==> config.mk <==
export PLATFORM = sky130hd
export DESIGN_NAME = cmi_ctrl
export DESIGN_NICKNAME = d
export VERILOG_FILES = /design/src/hdl/cmi_pkg.sv /design/src/hdl/cmi_ctrl.sv
export SDC_FILE = /design/constraint.sdc
export NUM_CORES = 1
export LEC_CHECK = 0
export ABC_AREA = 1
export BUFFER_PORTS_ARGS = -buffer_cell sky130_fd_sc_hd__clkbuf_2
export CORE_ASPECT_RATIO = 1.4
export CORE_MARGIN = 3
export CORE_UTILIZATION = 63
export CTS_BUF_LIST = sky130_fd_sc_hd__clkbuf_4 sky130_fd_sc_hd__clkbuf_8
export CTS_CLUSTER_DIAMETER = 100
export CTS_CLUSTER_SIZE = 24
export DETAILED_ROUTE_END_ITERATION = 12
export HOLD_SLACK_MARGIN = 0.12
export PLACE_DENSITY_LB_ADDON = 0.2
export SLEW_MARGIN = 30
export SYNTH_ARGS = -nofsm -noshare
export SYNTH_HDL_FRONTEND = slang
export SYNTH_SLANG_ARGS = --single-unit
==> constraint.sdc <==
create_clock -name clk -period 6.8 [get_ports clk]
set_input_delay 0.68 -clock clk [delete_from_list [all_inputs] [get_ports clk]]
set_output_delay 0.68 -clock clk [all_outputs]
set_load 0.1 [all_outputs]
==> src/hdl/cmi_pkg.sv <==
// ----------------------------------------------------------------------------
// cmi_pkg
// Shared constants, codes and control structs of the complex 3x3 inverse.
// ----------------------------------------------------------------------------
package cmi_pkg;

  localparam int IN_WIDTH_DEF  = 16;
  localparam int OUT_WIDTH_DEF = 32;
  localparam int FRAC_BITS_DEF = 14;

  localparam int IDX_W     = 4;
  localparam int N_ENTRY   = 9;
  localparam int MUL_DIGIT = 4;

  localparam logic [IDX_W-1:0] LAST_INDEX = 4'd8;

  localparam logic [1:0] SRC_M   = 2'd0;
  localparam logic [1:0] SRC_ADJ = 2'd1;
  localparam logic [1:0] SRC_DET = 2'd2;

  localparam logic [2:0] DST_ADJ_RE = 3'd0;
  localparam logic [2:0] DST_ADJ_IM = 3'd1;
  localparam logic [2:0] DST_DET_RE = 3'd2;
  localparam logic [2:0] DST_DET_IM = 3'd3;
  localparam logic [2:0] DST_DEN    = 3'd4;
  localparam logic [2:0] DST_NUM_RE = 3'd5;
  localparam logic [2:0] DST_NUM_IM = 3'd6;

  typedef struct packed {
    logic             st_we;
    logic             ld_a;
    logic             ld_b;
    logic [1:0]       src;
    logic [IDX_W-1:0] idx;
    logic             im;
    logic             mul_start;
    logic             acc_en;
    logic             neg;
    logic             first;
    logic             last;
    logic [2:0]       dst;
    logic [IDX_W-1:0] dst_idx;
    logic             div_start;
    logic             out_load;
  } cmd_t;

  typedef struct packed {
    logic mul_done;
    logic div_done;
    logic den_zero;
    logic out_free;
  } sts_t;

endpackage

==> src/hdl/cmi_ctrl.sv <==
// ----------------------------------------------------------------------------
// cmi_ctrl
// Sequencer: cofactors, determinant, norm, then per entry numerator and divide unless singular.
// ----------------------------------------------------------------------------
module cmi_ctrl import cmi_pkg::*; (
  input  logic             clk,
  input  logic             rst,
  input  logic             in_valid,
  input  logic [IDX_W-1:0] entry_index,
  output logic             in_ready,
  input  sts_t             sts,
  output cmd_t             cmd
);

  localparam logic [3:0] S_IDLE  = 4'd0;
  localparam logic [3:0] S_LDA   = 4'd1;
  localparam logic [3:0] S_LDB   = 4'd2;
  localparam logic [3:0] S_MUL   = 4'd3;
  localparam logic [3:0] S_MWAIT = 4'd4;
  localparam logic [3:0] S_CHK   = 4'd5;
  localparam logic [3:0] S_DIV   = 4'd6;
  localparam logic [3:0] S_DWAIT = 4'd7;
  localparam logic [3:0] S_OUT   = 4'd8;

  localparam logic [1:0] PH_COF = 2'd0;
  localparam logic [1:0] PH_DET = 2'd1;
  localparam logic [1:0] PH_DEN = 2'd2;
  localparam logic [1:0] PH_NUM = 2'd3;

  logic [3:0]       state;
  logic [3:0]       state_next;
  logic [1:0]       phase;
  logic [1:0]       phase_next;
  logic [IDX_W-1:0] k;
  logic [IDX_W-1:0] k_next;
  logic [3:0]       t;
  logic [3:0]       t_next;

  logic [1:0]       a_src;
  logic [1:0]       b_src;
  logic [IDX_W-1:0] a_idx;
  logic [IDX_W-1:0] b_idx;
  logic             a_im;
  logic             b_im;
  logic             neg;
  logic             first;
  logic             last;
  logic [2:0]       dst;
  logic [3:0]       last_t;
  logic [1:0]       r;
  logic [1:0]       c;
  logic [IDX_W-1:0] ia;
  logic [IDX_W-1:0] ib;
  logic [IDX_W-1:0] ic;
  logic [IDX_W-1:0] id;
  logic [3:0]       tt;
  logic             hi;

  function automatic logic [1:0] nxt3(input logic [1:0] v);
    return (v == 2'd2) ? 2'd0 : v + 2'd1;
  endfunction

  function automatic logic [IDX_W-1:0] pos(input logic [1:0] x, input logic [1:0] y);
    return ({2'b00, x} << 1) + {2'b00, x} + {2'b00, y};
  endfunction

  always_comb begin
    case (k)
      4'd0:    begin r = 2'd0; c = 2'd0; end
      4'd1:    begin r = 2'd0; c = 2'd1; end
      4'd2:    begin r = 2'd0; c = 2'd2; end
      4'd3:    begin r = 2'd1; c = 2'd0; end
      4'd4:    begin r = 2'd1; c = 2'd1; end
      4'd5:    begin r = 2'd1; c = 2'd2; end
      4'd6:    begin r = 2'd2; c = 2'd0; end
      4'd7:    begin r = 2'd2; c = 2'd1; end
      4'd8:    begin r = 2'd2; c = 2'd2; end
      default: begin r = 2'd0; c = 2'd0; end
    endcase
    ia = pos(nxt3(c), nxt3(r));
    ib = pos(nxt3(nxt3(c)), nxt3(nxt3(r)));
    ic = pos(nxt3(c), nxt3(nxt3(r)));
    id = pos(nxt3(nxt3(c)), nxt3(r));
    hi = t >= 4'd6;
    tt = hi ? t - 4'd6 : t;

    case (phase)
      PH_COF: begin
        a_src  = SRC_M;
        b_src  = SRC_M;
        a_idx  = t[1] ? ic : ia;
        b_idx  = t[1] ? id : ib;
        a_im   = t[0];
        b_im   = t[0] ^ t[2];
        neg    = t[2] ? t[1] : (t[0] ^ t[1]);
        first  = t[1:0] == 2'd0;
        last   = t[1:0] == 2'd3;
        dst    = t[2] ? DST_ADJ_IM : DST_ADJ_RE;
        last_t = 4'd7;
      end
      PH_DET: begin
        a_src  = SRC_ADJ;
        b_src  = SRC_M;
        a_idx  = pos(tt[2:1], 2'd0);
        b_idx  = {2'b00, tt[2:1]};
        a_im   = tt[0];
        b_im   = tt[0] ^ hi;
        neg    = !hi && tt[0];
        first  = tt == 4'd0;
        last   = tt == 4'd5;
        dst    = hi ? DST_DET_IM : DST_DET_RE;
        last_t = 4'd11;
      end
      PH_DEN: begin
        a_src  = SRC_DET;
        b_src  = SRC_DET;
        a_idx  = '0;
        b_idx  = '0;
        a_im   = t[0];
        b_im   = t[0];
        neg    = 1'b0;
        first  = t == 4'd0;
        last   = t == 4'd1;
        dst    = DST_DEN;
        last_t = 4'd1;
      end
      default: begin
        a_src  = SRC_DET;
        b_src  = SRC_ADJ;
        a_idx  = '0;
        b_idx  = k;
        a_im   = t[0];
        b_im   = t[0] ^ t[1];
        neg    = t == 4'd3;
        first  = !t[0];
        last   = t[0];
        dst    = t[1] ? DST_NUM_IM : DST_NUM_RE;
        last_t = 4'd3;
      end
    endcase
  end

  always_comb begin
    state_next = state;
    phase_next = phase;
    k_next     = k;
    t_next     = t;
    cmd        = '0;
    in_ready   = 1'b0;

    cmd.src     = (state == S_LDB) ? b_src : a_src;
    cmd.idx     = (state == S_LDB) ? b_idx : a_idx;
    cmd.im      = (state == S_LDB) ? b_im : a_im;
    cmd.neg     = neg;
    cmd.first   = first;
    cmd.last    = last;
    cmd.dst     = dst;
    cmd.dst_idx = k;

    case (state)
      S_IDLE: begin
        in_ready  = 1'b1;
        cmd.st_we = in_valid && entry_index <= LAST_INDEX;
        if (in_valid && entry_index == LAST_INDEX) begin
          phase_next = PH_COF;
          k_next     = '0;
          t_next     = '0;
          state_next = S_LDA;
        end
      end
      S_LDA: begin
        cmd.ld_a   = 1'b1;
        state_next = S_LDB;
      end
      S_LDB: begin
        cmd.ld_b   = 1'b1;
        state_next = S_MUL;
      end
      S_MUL: begin
        cmd.mul_start = 1'b1;
        state_next    = S_MWAIT;
      end
      S_MWAIT: begin
        if (sts.mul_done) begin
          cmd.acc_en = 1'b1;
          state_next = S_LDA;
          if (t == last_t) begin
            t_next = '0;
            case (phase)
              PH_COF: begin
                if (k == LAST_INDEX) begin
                  phase_next = PH_DET;
                  k_next     = '0;
                end else begin
                  k_next = k + 1'b1;
                end
              end
              PH_DET:  phase_next = PH_DEN;
              PH_DEN:  state_next = S_CHK;
              default: state_next = S_DIV;
            endcase
          end else begin
            t_next = t + 1'b1;
          end
        end
      end
      S_CHK: begin
        k_next = '0;
        t_next = '0;
        if (sts.den_zero) begin
          state_next = S_OUT;
        end else begin
          phase_next = PH_NUM;
          state_next = S_LDA;
        end
      end
      S_DIV: begin
        cmd.div_start = 1'b1;
        state_next    = S_DWAIT;
      end
      S_DWAIT: begin
        if (sts.div_done) begin
          state_next = S_OUT;
        end
      end
      S_OUT: begin
        if (sts.out_free) begin
          cmd.out_load = 1'b1;
          if (k == LAST_INDEX) begin
            state_next = S_IDLE;
          end else begin
            k_next = k + 1'b1;
            t_next = '0;
            if (!sts.den_zero) begin
              state_next = S_LDA;
            end
          end
        end
      end
      default: state_next = S_IDLE;
    endcase
  end

  always_ff @(posedge clk) begin
    if (rst) begin
      state <= S_IDLE;
      phase <= PH_COF;
      k     <= '0;
      t     <= '0;
    end else begin
      state <= state_next;
      phase <= phase_next;
      k     <= k_next;
      t     <= t_next;
    end
  end

`ifndef ASSERT_OFF
  a_trigger: assert property (@(posedge clk) disable iff (rst)
    (in_valid && in_ready && entry_index == LAST_INDEX) |=>
      (state == S_LDA && phase == PH_COF && k == '0 && t == '0))
    else $error("trigger item did not start the cofactor pass");

  a_k_range: assert property (@(posedge clk) disable iff (rst)
    k <= LAST_INDEX)
    else $error("entry counter out of range");

  a_t_range: assert property (@(posedge clk) disable iff (rst)
    t <= last_t)
    else $error("term counter beyond last term of phase");

  a_run_end: assert property (@(posedge clk) disable iff (rst)
    (cmd.out_load && k == LAST_INDEX) |=> (state == S_IDLE && in_ready))
    else $error("sequencer did not return to idle after the ninth result");
`endif

endmodule

==> out/summary.txt <==
Outcome = completed
Via Count = 2,139
Gr usage total = 27.5%
Placed inst area = 0.00221 mm²
Starting Density = 68.1%
Total power = 372 µW
Hold crit path type = register to register
Endpoints failing setup = 0
Placer Congestion = 0.912
CTS clk-pin slew, worst paths = 0.08 ns
# IOs = 36
Post-synth design cell area = 0.00204 mm²
Synth Area per Inst = 6.53 µm²
Detail Route Antenna Nets = 0
Yosys Warn Count = 0
FF-to-FF setup slack = 3.85 ns
Cts hold-fix bufs = 0
Min cycle time layout = 3.63 ns
Distinct cells, synth = 41
Number of nets in the layout = 377
Critical path's slowest cell = dfxtp_1
Area growth from synthesis to final layout = 11.1%
Routed vias/inst = 5.63
Core Area = 0.00299 mm²
Worst Path Arrival = 2.95 ns
Post-route setup TNS = 0 ns
Postcts setup bufs = 0
Row cnt = 23
PortBufs = 35
Worst setup EP type = output port
Final Cycle Share = 53.4%
Antenna Cells = 0
Clock Tree Buf Depth = 2
Final Cell Area = 0.00226 mm²
Reg-to-Reg Start = phase[0]$_SDFFE_PP0P_
RSZ-0062 raised after global routing = false
Die height = 73.3 µm
Startpoint types = register
Min-delay src = t[3]$_SDFFE_PP0P_
WHS Path Cells = 2
Crit path max fanout = 13
Relative slew slack = 50.9%
Power Density = 164 mW/mm²
Worst-path cell chain = inv_1 -> a21oi_1 -> a21oi_1 -> ha_1 -> inv_1 -> fa_1 -> o22ai_1 -> o21ai_0 -> o311ai_0 -> clkbuf_2
First-pass GRT wire length = 8.40 mm
Post-synth ARST share = 0%
Slew of the pin with the lowest slew margin = 0.734 ns
Routed wire length = 5.08 mm
LEAKAGE = 1.13 nW
Cell count along the critical path = 10
Pre-CTS WS = 3.52 ns
Clock buffer count from CTS = 3
Fraction of layout cells with a size suffix above 1 = 19.8%
Hold endpoint = t[3]$_SDFFE_PP0P_
Crit-path max cell delay = 0.61 ns
Pin count of the biggest net entering global routing = 14
Buf/Inv on CP = 3
Yosys reg bits = 18
Maximum clock rate = 276 MHz
Syn Inst Count = 312
Critical Path RT = 6.12 ns
Final max-slew violation count = 0
R2R cell count = 14
Setup Skew = 0.000655 ns
Clk_lat worst skew = 0.26 ns
Die ar. = 0.00396 mm²
Grt total ovfl = 0
DR pass1 iterations = 4
Htree depth = 1
Residual DRC count = 0
EDFF count, synth = 0
Initial antenna violation count = 0
Sequential-to-total area share from yosys stat = 17.7%
Worst setup margin = 3.17 ns
Top FF cell, synth = dfxtp_1
Crit path max-delay family = buffers and inverters
Max cap viols = 0
CTS tree = built
Routed WL per cell = 13.4 µm
VDD IR max = 0.000137 V
Cts repair resizes = 0
Vias in the first global route = 2,046
CTS sink cnt = 18
# fillers = 259
Final HPWL DP = 4.08 mm
Worst setup path category = register to output port
R2r endpoint = c[0]$_SDFF_PP0_
Final Hold Fails = 0
Number of DRC markers in iteration 0 = 84
Register area = 360 µm²
Width of the die = 54.1 µm
Multi-input logic area = 0.00141 mm²
Syn nets = 345
Root buf cell = clkbuf_8
## stage by stage
stage	util [%]	cells	hold slack [ns]
global route	75.7	380	0.569
global placement	73.8	376	0.525
CTS	75.7	380	0.553
finish	75.7	380	0.558
detailed placement	73.8	376	0.542
floorplan	-	312	0.492
## where the power goes
part | internal (mW) | leakage [nW] | total (mW) | switching, mW
registers | 0.109 | 0.146 | 0.113 | 0.00444
logic | 0.0352 | 0.959 | 0.165 | 0.130
clock network | 0.0516 | 0.0288 | 0.0935 | 0.0418
## worst reg2reg max path: cells and delay by family, from the launching register on
kind / cells / cell delay (ns)
adder cells (fa/ha/maj): 2 / 0.59
AND/OR/NAND/NOR: 6 / 0.89
flip-flops: 1 / 0.44
buffers and inverters: 3 / 0.20
AO/OA/AOI/OAI: 3 / 0.72
## synth_stat cells, types with 2 or more instances
master / number / area (µm²)
nand3_1: 16 / 80.1
a21oi_1: 30 / 150
o21ai_2: 2 / 17.5
o22ai_1: 2 / 12.5
nand3_2: 2 / 20.0
nand2_2: 6 / 37.5
xnor2_1: 4 / 35.0
ha_1: 20 / 250
o2111ai_1: 3 / 26.3
nand2_1: 49 / 184
fa_1: 2 / 40.0
inv_2: 4 / 15.0
nand4_1: 8 / 50.1
nand3_4: 3 / 52.6
o21ai_1: 2 / 10.0
inv_1: 53 / 199
o211ai_1: 4 / 30.0
buf_4: 5 / 37.5
nor3_1: 6 / 30.0
o221ai_1: 2 / 17.5
nor2_1: 30 / 113
dfxtp_1: 18 / 360
o21ai_0: 16 / 80.1
nor2_4: 2 / 22.5
nor2_2: 7 / 43.8
## logic make-up after synthesis
family	count (synthesis)	share of synthesized area, %
buf+inv	66	13.3
compound gates	69	20.0
xor+xnor	5	2.15
fa+ha+maj	22	14.2
flops	18	17.7
simple gates	132	32.7
## worst max-delay path by stage
stage                     startpoint       to  slack, ns
2_1_floorplan  state[3]$_SDFFE_PP0P_  cmd[16]       1.14
3_3_place_gp       t[1]$_SDFFE_PP0P_  cmd[16]       3.59
3_5_place_dp       t[1]$_SDFFE_PP0P_  cmd[16]       3.52
4_1_cts            t[1]$_SDFFE_PP0P_  cmd[16]       3.24
5_1_grt            t[1]$_SDFFE_PP0P_  cmd[16]       2.96
6_report           t[1]$_SDFFE_PP0P_  cmd[16]       3.17
## final cells by class
cell class | count | area share (%)
multi-input combinational | 228 | 62.2
tap | 37 | 2.04
timing repair buffer | 35 | 7.73
clock buffer | 4 | 2.43
sequential | 18 | 15.9
inverter | 58 | 9.72
## sequential cells by signal, summed over array words and instances (netlist names)
signal,cells
phase,2
t,4
r,2
k,4
c,2
state,4
## layer usage
layer	track usage (%)	part of all wire [%]
met5	0	0
met4	9.97	1.8
met3	2.23	3.1
met2	51.6	53
met1	30.9	42
## cell usage in the layout, fill, tap and decap left out, drive strengths merged
master   Yosys  layout
nor4         1       1
a21oi       30      30
o22ai        2       2
nand4        8       8
o31ai        1       1
o21ai       20      20
o2111ai      3       3
nor2        40      40
inv         58      58
nor3         6       6
fa           2       2
a211oi       1       1
o311ai       1       1
o21a         1       1
o211ai       4       4
a22oi        1       1
clkbuf       1      39
a32oi        1       1
xor2         1       1
o221ai       2       2
or2          1       1
a21o         1       1
xnor2        4       4
nand2       55      55
a221oi       1       1
ha          20      20
nand3       21      21
dfxtp       18      18
Note: power is estimated with default switching activity, not from simulation.
